`src/omm_pkg.sv`:
```
// ----------------------------------------------------------------------------
// omm_pkg
// types, coefficients and register codes shared by the octo motor mixer
// ----------------------------------------------------------------------------
package omm_pkg;

    localparam int PULSE_W = 12;
    localparam int DRIVE_W = 11;
    localparam int THR_W   = 16;
    localparam int COEF_W  = 16;
    localparam int SUM_W   = 16;
    localparam int NUM_MOTORS = 8;

    // frame geometry codes
    localparam logic [1:0] FRAME_X    = 2'd0;
    localparam logic [1:0] FRAME_PLUS = 2'd1;
    localparam logic [1:0] FRAME_V    = 2'd2;

    // register indexes (byte address = 4 * index)
    localparam logic [2:0] REG_FRAME_MODE  = 3'd0;
    localparam logic [2:0] REG_PULSE_MIN   = 3'd1;
    localparam logic [2:0] REG_PULSE_MAX   = 3'd2;
    localparam logic [2:0] REG_IDLE_OFFSET = 3'd3;
    localparam logic [2:0] REG_CUT_ENABLE  = 3'd4;

    // reset values
    localparam logic [1:0]  RST_FRAME_MODE  = FRAME_X;
    localparam logic [11:0] RST_PULSE_MIN   = 12'd1100;
    localparam logic [11:0] RST_PULSE_MAX   = 12'd1900;
    localparam logic [8:0]  RST_IDLE_OFFSET = 9'd130;
    localparam logic        RST_CUT_ENABLE  = 1'b1;

    // unsigned q0.16 coefficients, rounded to nearest
    localparam logic [COEF_W-1:0] K_0P4  = 16'd26214;
    localparam logic [COEF_W-1:0] K_0P71 = 16'd46531;
    localparam logic [COEF_W-1:0] K_0P34 = 16'd22282;
    localparam logic [COEF_W-1:0] K_0P32 = 16'd20972;

    typedef struct packed {
        logic [1:0]  frame_mode;
        logic [11:0] pulse_min;
        logic [11:0] pulse_max;
        logic [8:0]  idle_offset;
        logic        cut_enable;
    } cfg_t;

    typedef struct packed {
        logic signed [DRIVE_W-1:0] yaw_drive;
        logic signed [DRIVE_W-1:0] pitch_drive;
        logic signed [DRIVE_W-1:0] roll_drive;
        logic [PULSE_W-1:0]        throttle_pulse;
        logic signed [THR_W-1:0]   throttle_command;
    } mix_in_t;

    typedef logic [NUM_MOTORS-1:0][PULSE_W-1:0] motor_vec_t;

    // drive * k / 65536, truncated toward zero
    function automatic logic signed [DRIVE_W:0] scale_q16(
        input logic signed [DRIVE_W-1:0] drive,
        input logic [COEF_W-1:0]         k
    );
        logic [DRIVE_W-1:0]        mag;
        logic [DRIVE_W+COEF_W-1:0] prod;
        logic [DRIVE_W:0]          p;
        mag  = drive[DRIVE_W-1] ? DRIVE_W'(-drive) : DRIVE_W'(drive);
        prod = (DRIVE_W+COEF_W)'(mag) * (DRIVE_W+COEF_W)'(k);
        p    = {1'b0, prod[DRIVE_W+COEF_W-1:COEF_W]};
        return drive[DRIVE_W-1] ? $signed(-p) : $signed(p);
    endfunction

endpackage

```
`src/omm_mix.sv`:
```
// ----------------------------------------------------------------------------
// omm_mix
// combinational mix of one item into eight clamped motor pulse widths
// ----------------------------------------------------------------------------
module omm_mix (
    input  omm_pkg::cfg_t       cfg,
    input  omm_pkg::mix_in_t    item,
    output omm_pkg::motor_vec_t motors
);
    import omm_pkg::*;

    logic signed [SUM_W-1:0] base_s, r_s, p_s, y_s;
    logic signed [SUM_W-1:0] t1_s, t2_s, t3_s, t4_s;
    logic signed [SUM_W-1:0] r_half_s;
    logic signed [SUM_W-1:0] mix_s [NUM_MOTORS];
    logic signed [SUM_W-1:0] hi_s, lo_s, min_s;
    logic                    thr_pos;

    assign base_s = $signed({{(SUM_W-PULSE_W){1'b0}}, item.throttle_pulse});
    assign r_s    = {{(SUM_W-DRIVE_W){item.roll_drive[DRIVE_W-1]}}, item.roll_drive};
    assign p_s    = {{(SUM_W-DRIVE_W){item.pitch_drive[DRIVE_W-1]}}, item.pitch_drive};
    assign y_s    = {{(SUM_W-DRIVE_W){item.yaw_drive[DRIVE_W-1]}}, item.yaw_drive};

    // scaled terms; x frame uses t1/t2 at 0.4, plus at 0.71, v uses pitch at 0.34 / 0.32
    always_comb
    begin
        logic signed [DRIVE_W:0] a, b;
        case (cfg.frame_mode)
            FRAME_PLUS:
            begin
                a = scale_q16(item.roll_drive, K_0P71);
                b = scale_q16(item.pitch_drive, K_0P71);
            end
            FRAME_V:
            begin
                a = scale_q16(item.pitch_drive, K_0P34);
                b = scale_q16(item.pitch_drive, K_0P32);
            end
            default:
            begin
                a = scale_q16(item.roll_drive, K_0P4);
                b = scale_q16(item.pitch_drive, K_0P4);
            end
        endcase
        t1_s = {{(SUM_W-DRIVE_W-1){a[DRIVE_W]}}, a};
        t2_s = {{(SUM_W-DRIVE_W-1){b[DRIVE_W]}}, b};
        t3_s = t1_s;
        t4_s = t2_s;
    end

    // roll halved toward zero
    assign r_half_s = (r_s + $signed({{(SUM_W-1){1'b0}}, r_s[SUM_W-1]})) >>> 1;

    // order: ch1 ch2 ch3 ch4 ch7 ch8 ch10 ch11
    always_comb
    begin
        case (cfg.frame_mode)
            FRAME_PLUS:
            begin
                mix_s[0] = base_s + p_s;
                mix_s[1] = base_s - p_s;
                mix_s[2] = base_s - t1_s + t2_s;
                mix_s[3] = base_s - t1_s - t2_s;
                mix_s[4] = base_s + t1_s + t2_s;
                mix_s[5] = base_s + t1_s - t2_s;
                mix_s[6] = base_s + r_s;
                mix_s[7] = base_s - r_s;
            end
            FRAME_V:
            begin
                mix_s[0] = base_s + r_s + t3_s;
                mix_s[1] = base_s - r_s - t4_s;
                mix_s[2] = base_s + r_s - t4_s;
                mix_s[3] = base_s - p_s - r_half_s;
                mix_s[4] = base_s + p_s + r_s;
                mix_s[5] = base_s - r_s + t3_s;
                mix_s[6] = base_s + p_s - r_s;
                mix_s[7] = base_s - p_s + r_half_s;
            end
            default:
            begin
                mix_s[0] = base_s + p_s - t1_s;
                mix_s[1] = base_s - p_s + t1_s;
                mix_s[2] = base_s - r_s + t2_s;
                mix_s[3] = base_s - p_s - t1_s;
                mix_s[4] = base_s + p_s + t1_s;
                mix_s[5] = base_s + r_s - t2_s;
                mix_s[6] = base_s + r_s + t2_s;
                mix_s[7] = base_s - r_s - t2_s;
            end
        endcase
    end

    assign thr_pos = !item.throttle_command[THR_W-1] && (item.throttle_command != '0);
    assign hi_s    = $signed({{(SUM_W-PULSE_W){1'b0}}, cfg.pulse_max});
    assign min_s   = $signed({{(SUM_W-PULSE_W){1'b0}}, cfg.pulse_min});
    assign lo_s    = min_s + (thr_pos ? $signed({{(SUM_W-9){1'b0}}, cfg.idle_offset})
                                      : $signed(SUM_W'(0)));

    always_comb
    begin
        logic signed [SUM_W-1:0] v;
        for (int i = 0; i < NUM_MOTORS; i++)
        begin
            // yaw: counter-clockwise on ch3 ch4 ch7 ch8
            v = (i >= 2 && i <= 5) ? mix_s[i] + y_s : mix_s[i] - y_s;
            if (v > hi_s)
                v = hi_s;
            if (v < lo_s)
                v = lo_s;
            if (cfg.cut_enable && !thr_pos)
                v = min_s;
            if (v > $signed(SUM_W'(4095)))
                motors[i] = '1;
            else if (v < $signed(SUM_W'(0)))
                motors[i] = '0;
            else
                motors[i] = v[PULSE_W-1:0];
        end
    end

endmodule

```
`src/octo_motor_mixer_top.sv`:
```
// ----------------------------------------------------------------------------
// octo_motor_mixer_top
// octocopter motor mixer for x, plus and v frames with apb configuration
// ----------------------------------------------------------------------------
//  channel   | direction | payload
//  s_*       | in        | throttle_command, throttle_pulse, roll, pitch, yaw
//  m_*       | out       | eight motor pulse widths
//  apb       | in/out    | frame_mode, pulse_min, pulse_max, idle_offset,
//            |           | cut_enable at 0x00..0x10
//
//  an item passes from input to output through an input register, the
//  mix and clamp logic, then the result register. one item per cycle
//  unless m_tready stalls. rst_n clears both valid bits and loads the
//  register reset values. a stall on m_tready holds the result; the input
//  register still takes one more item, then s_tready drops.
// ----------------------------------------------------------------------------
module octo_motor_mixer_top (
    input  logic        clk,
    input  logic        rst_n,
    input  logic        s_tvalid,
    output logic        s_tready,
    // throttle_command[15:0], throttle_pulse[27:16], roll_drive[38:28],
    // pitch_drive[49:39], yaw_drive[60:50], zero pad [63:61]
    input  logic [63:0] s_tdata,
    output logic        m_tvalid,
    input  logic        m_tready,
    // motor_ch1[11:0], ch2[23:12], ch3[35:24], ch4[47:36], ch7[59:48],
    // ch8[71:60], ch10[83:72], ch11[95:84]
    output logic [95:0] m_tdata,
    input  logic        psel,
    input  logic        penable,
    input  logic        pwrite,
    input  logic [4:0]  paddr,
    input  logic [31:0] pwdata,
    output logic [31:0] prdata,
    output logic        pready
);
    import omm_pkg::*;

    cfg_t       cfg_reg;
    mix_in_t    in_data_reg;
    logic       in_vld_reg;
    logic       out_vld_reg;
    motor_vec_t out_data_reg;
    motor_vec_t motors;
    logic       out_adv;
    logic       cfg_wr;
    logic [2:0] reg_idx;

    // configuration
    assign pready  = 1'b1;
    assign cfg_wr  = psel && penable && pwrite;
    assign reg_idx = paddr[4:2];

    always_ff @(posedge clk or negedge rst_n)
    begin
        if (!rst_n)
        begin
            cfg_reg.frame_mode  <= RST_FRAME_MODE;
            cfg_reg.pulse_min   <= RST_PULSE_MIN;
            cfg_reg.pulse_max   <= RST_PULSE_MAX;
            cfg_reg.idle_offset <= RST_IDLE_OFFSET;
            cfg_reg.cut_enable  <= RST_CUT_ENABLE;
        end
        else if (cfg_wr)
        begin
            case (reg_idx)
                REG_FRAME_MODE:  cfg_reg.frame_mode  <= pwdata[1:0];
                REG_PULSE_MIN:   cfg_reg.pulse_min   <= pwdata[11:0];
                REG_PULSE_MAX:   cfg_reg.pulse_max   <= pwdata[11:0];
                REG_IDLE_OFFSET: cfg_reg.idle_offset <= pwdata[8:0];
                REG_CUT_ENABLE:  cfg_reg.cut_enable  <= pwdata[0];
                default:         ;
            endcase
        end
    end

    always_comb
    begin
        case (reg_idx)
            REG_FRAME_MODE:  prdata = {30'd0, cfg_reg.frame_mode};
            REG_PULSE_MIN:   prdata = {20'd0, cfg_reg.pulse_min};
            REG_PULSE_MAX:   prdata = {20'd0, cfg_reg.pulse_max};
            REG_IDLE_OFFSET: prdata = {23'd0, cfg_reg.idle_offset};
            REG_CUT_ENABLE:  prdata = {31'd0, cfg_reg.cut_enable};
            default:         prdata = '0;
        endcase
    end

    // datapath handshake
    assign out_adv  = !out_vld_reg || m_tready;
    assign s_tready = !in_vld_reg || out_adv;

    always_ff @(posedge clk or negedge rst_n)
    begin
        if (!rst_n)
        begin
            in_vld_reg  <= 1'b0;
            out_vld_reg <= 1'b0;
        end
        else
        begin
            if (s_tready)
                in_vld_reg <= s_tvalid;
            if (out_adv)
                out_vld_reg <= in_vld_reg;
        end
    end

    always_ff @(posedge clk)
    begin
        if (s_tready && s_tvalid)
            in_data_reg <= mix_in_t'(s_tdata[60:0]);
        if (out_adv && in_vld_reg)
            out_data_reg <= motors;
    end

    omm_mix u_mix (
        .cfg    (cfg_reg),
        .item   (in_data_reg),
        .motors (motors)
    );

    assign m_tvalid = out_vld_reg;
    assign m_tdata  = out_data_reg;

endmodule

```
`config.mk`:
```
export PLATFORM = sky130hd
export DESIGN_NAME = octo_motor_mixer_top
export DESIGN_NICKNAME = d
export VERILOG_FILES = /design/src/omm_pkg.sv /design/src/omm_mix.sv /design/src/octo_motor_mixer_top.sv
export SDC_FILE = /design/constraint.sdc
export NUM_CORES = 2
export LEC_CHECK = 0
export BUFFER_PORTS_ARGS = -buffer_cell sky130_fd_sc_hd__buf_4
export CAP_MARGIN = 20
export CORE_UTILIZATION = 59
export CTS_CLUSTER_SIZE = 40
export DETAILED_ROUTE_END_ITERATION = 8
export PLACE_DENSITY = 0.81
export RECOVER_POWER = 100
export SLEW_MARGIN = 0
export SYNTH_ARGS = -nofsm -noshare
export SYNTH_HDL_FRONTEND = slang
export SYNTH_SLANG_ARGS = --single-unit
export TNS_END_PERCENT = 50
```
`constraint.sdc`:
```
create_clock -name clk -period 15.4 [get_ports clk]
set_clock_uncertainty 0.1 [all_clocks]
set_input_delay 3.85 -clock clk [delete_from_list [all_inputs] [get_ports clk]]
set_output_delay 3.85 -clock clk [all_outputs]
set_load 0.05 [all_outputs]
```
==> metrics.log <==
[metrics] result of the run: finished with violations
[metrics] violated checks: max-capacitance violations, max-slew violations
[metrics] max capacitance violation total: 3
[metrics] multiplexer share of the synthesized area: 3.04%
[metrics] Inserted Clock Buffers: 17
[metrics] CP max stage cell: fa_1
[metrics] simple-gate area share of the yosys netlist: 14.0%
[metrics] delay of the slowest cell on the worst path: 0.57 ns
[metrics] pin count of the biggest net entering global routing: between 80 and 90
[metrics] share of the clock period used by the worst path: 96.4%
[metrics] HPWL Detailed: 146,000 µm
[metrics] class of the most critical setup path: reg2reg
[metrics] Skew-Pair Late Insertion Delay: 0.57 ns
[metrics] Max transition margin: -198%
[metrics] Setup Slack @ Placement: -0.112 ns
[metrics] Worst Hold Slack: roughly 0.4 ns
[metrics] sum of overflow across all layers after global routing: 0
[metrics] Syn Inst Count: 5,971
[metrics] total core area: approximately 84,000 µm²
[metrics] start point of the worst hold path: in_vld_reg
[metrics] unrepaired setup endpoints after global routing: yes
[metrics] initial cell density of the core: 59.6%
[metrics] leading post-synthesis cells by cell area: ha_1, fa_1, edfxtp_1, xnor2_1, inv_1
[metrics] post-synthesis register bit count: 195
[metrics] startpoint kind of the worst setup timing path: register
[metrics] detailed-route via count: 47,400
[metrics] total detailed-routing wirelength: 177,000 µm
[metrics] Worst EP arrival: 15.09 ns
[metrics] dominant register cell in the synthesized netlist: edfxtp_1
[metrics] detailed-route DRC error count: 0
[metrics] fin worst setup slack: 0.552 ns
[metrics] drt first pass iters: 8
[metrics] TritonCTS clock tree: done
[metrics] Total Die Area: 85,800 µm²
[metrics] count of hold buffers inserted by post-cts repair: 0
[metrics] standard-cell rows: 106
[metrics] vias per cell: 6.39
[metrics] capture endpoint of the worst hold path: m_tvalid
[metrics] Worst Max-Slew Pin Slew: 4.46 ns
[metrics] most frequent cell after synthesis: ha_1
[metrics] die width: 293 µm
[metrics] Reg-to-Reg Start: in_data_reg[39]
[metrics] number of placed I/O pins: 239
[metrics] number of H-tree levels: 4
[metrics] Buffers on Ports: about 190
[metrics] wire length per cell: ~24 µm
[metrics] max reg flops: 96
[metrics] fraction of synthesized cell area taken by the top area cell type: between 20 and 30%
[metrics] total global routing track utilization: 40.6%
[metrics] number of distinct standard cells referenced by the synthesized netlist: 119
[metrics] remaining antenna violation count: 0
[metrics] CTS Buffer Depth: 2
[metrics] xor/xnor cell area share of the yosys netlist: 7.72%
[metrics] Final nets: 7,612
[metrics] DRC violation total after the first TritonRoute iteration: 4,413
[metrics] largest family of logic cells by synthesized area: adder cells
[metrics] final-report max-slew violation count: 182
[metrics] most prevalent standard cell on the critical path: a21oi_1
[metrics] mean instance size in the synthesized netlist: 8.36 µm²
[metrics] Root Buffer: clkbuf_16
[metrics] worst hold path class: reg2reg
[metrics] complex-gate fraction of the synthesized area: between 20% and 30%
[metrics] commonest cells in the netlist: ha_1, inv_1, a21oi_1
[metrics] Fmax: between 0.06 and 0.07 GHz
[metrics] RePlAce Congestion: between 1 and 1.5
[metrics] via count of the first global-routing pass: ~45,000
[metrics] clock transition at the registers of the reported paths: 0.11 ns
[metrics] number of buffer and inverter stages on the critical path: 11
[metrics] post-synthesis cell area: 49,900 µm²
[metrics] number of endpoints with negative hold slack in the final report: 0
[metrics] Die Height: 293 µm
[metrics] number of antenna violations at the first check in global routing: 4
[metrics] sum of negative setup slack: 0 ns
[metrics] first-pass GRT wire length: 265,000 µm
[metrics] delay-heaviest family, CP: compound AO/OA/AOI/OAI gates
[metrics] leading area contributor after synthesis: ha_1
[metrics] data required time at the worst endpoint: 15.64 ns
[metrics] number of fill cells in the layout: between 7,000 and 8,000
[metrics] element type at the critical path end: register
[metrics] Async S/R FF share, synth: 19.5%
[metrics] clock period minus worst slack: 14.85 ns
[metrics] total number of clock tree sinks: 195
[metrics] critical path fanouts, max: 8
[metrics] number of flops mapped to enable cells by yosys: 157
[metrics] part of the Yosys area used for sequential elements: 11.4%
[metrics] share of post-route cells with drive strength above 1: 11.6%
[metrics] reg-to-reg slack, setup: roughly 0.55 ns
[metrics] worst hold stages: 1
[metrics] adder and majority cell fraction of the synthesized area: 34.7%
[metrics] FF-to-FF path depth: 69
[metrics] capture instance of the worst register-to-register path: m_tdata[75]
[metrics] Finish-stage setup viols: 0
[metrics] layout overhead on the synthesized area: 10.6%
[metrics] Synth warnings: 0
cell type report:
class | instances | area, µm² | area share (%)
timing repair inverter | 1 | 5.00 | 0.00906
timing repair buffer | 466 | 3090 | 5.59
tap | 1134 | 1420 | 2.57
inverter | 671 | 2520 | 4.57
sequential | 195 | 5680 | 10.3
antenna | 1 | 2.50 | 0.00453
multi-input combinational | 4911 | 41900 | 75.8
clock buffer | 20 | 483 | 0.875
clock inverter | 12 | 144 | 0.261
layer usage:
layer / part of all wire [%] / up-vias / track usage (%)
li1: - / 22100 / -
met1: 39 / 22300 / 49.2
met2: 44 / 2304 / 65.2
met3: 8.1 / 683 / 7.06
met4: 8.4 / 6 / 28.8
met5: 0.021 / - / 0
how the worst max path moves through the flow:
stage	from	slack, ns	cells past startpoint	endpoint
finish	in_data_reg[39]	0.55	69	m_tdata[75]
detailed placement	in_data_reg[39]	-0.11	68	m_tdata[83]
global route	in_data_reg[29]	-0.23	70	m_tdata[37]
CTS	in_data_reg[29]	0.006	71	m_tdata[60]
global placement	in_data_reg[39]	0.1	68	m_tdata[83]
floorplan	in_data_reg[39]	0.43	63	m_tdata[93]
metrics by stage:
stage	utilization, %	instances	area (µm²)
floorplan	-	5990	50000
global placement	64.2	7330	53700
detailed placement	64.2	7330	53700
CTS	64.9	7362	54300
global route	66.0	7410	55200
finish	66.0	7411	55200
cells in the final DEF, fill, tap and decap left out, drive strengths merged, types with 24 or more instances in the layout:
cell type,count
xnor2,293
o22ai,37
xor2,146
a22oi,36
nor3,110
a221oi,47
a31oi,54
nor4,42
o21ai,306
o2111ai,28
a211oi,33
nand3,117
mux2i,79
mux2,62
a21o,135
inv,674
o21a,76
edfxtp,157
dfrtp,24
o41ai,25
nand2,284
fa,241
and2,27
and3,62
nor2b,93
ha,1000
nand4,53
clkbuf,200
nor2,390
o31ai,34
a21boi,37
or2,29
nand2b,95
a21oi,473
o211ai,60
buf,286
o21bai,75
or3,35
kinds of logic after synthesis:
| kind of cell | count (synthesis) |
|---|---|
| other | 2 |
| buffers and inverters | 885 |
| and+or+nand+nor | 1405 |
| adders and majority gates | 1241 |
| AOI/OAI and AO/OA | 1662 |
| muxes | 142 |
| xor gates and xnor gates | 439 |
| DFF | 195 |
what timing repair did:
action                                  4_1_cts  5_1_grt
pin swaps                                     0       50
cloned                                        0        2
gates resized for setup                       5      242
setup buffers                                 0       42
hold endpoints to repair                      0        0
endpoints found under the setup margin        8       96
Power is left out: the tool's default activity adds up to more than one toggle a clock period on the data nets, which glitch-free logic cannot reach.
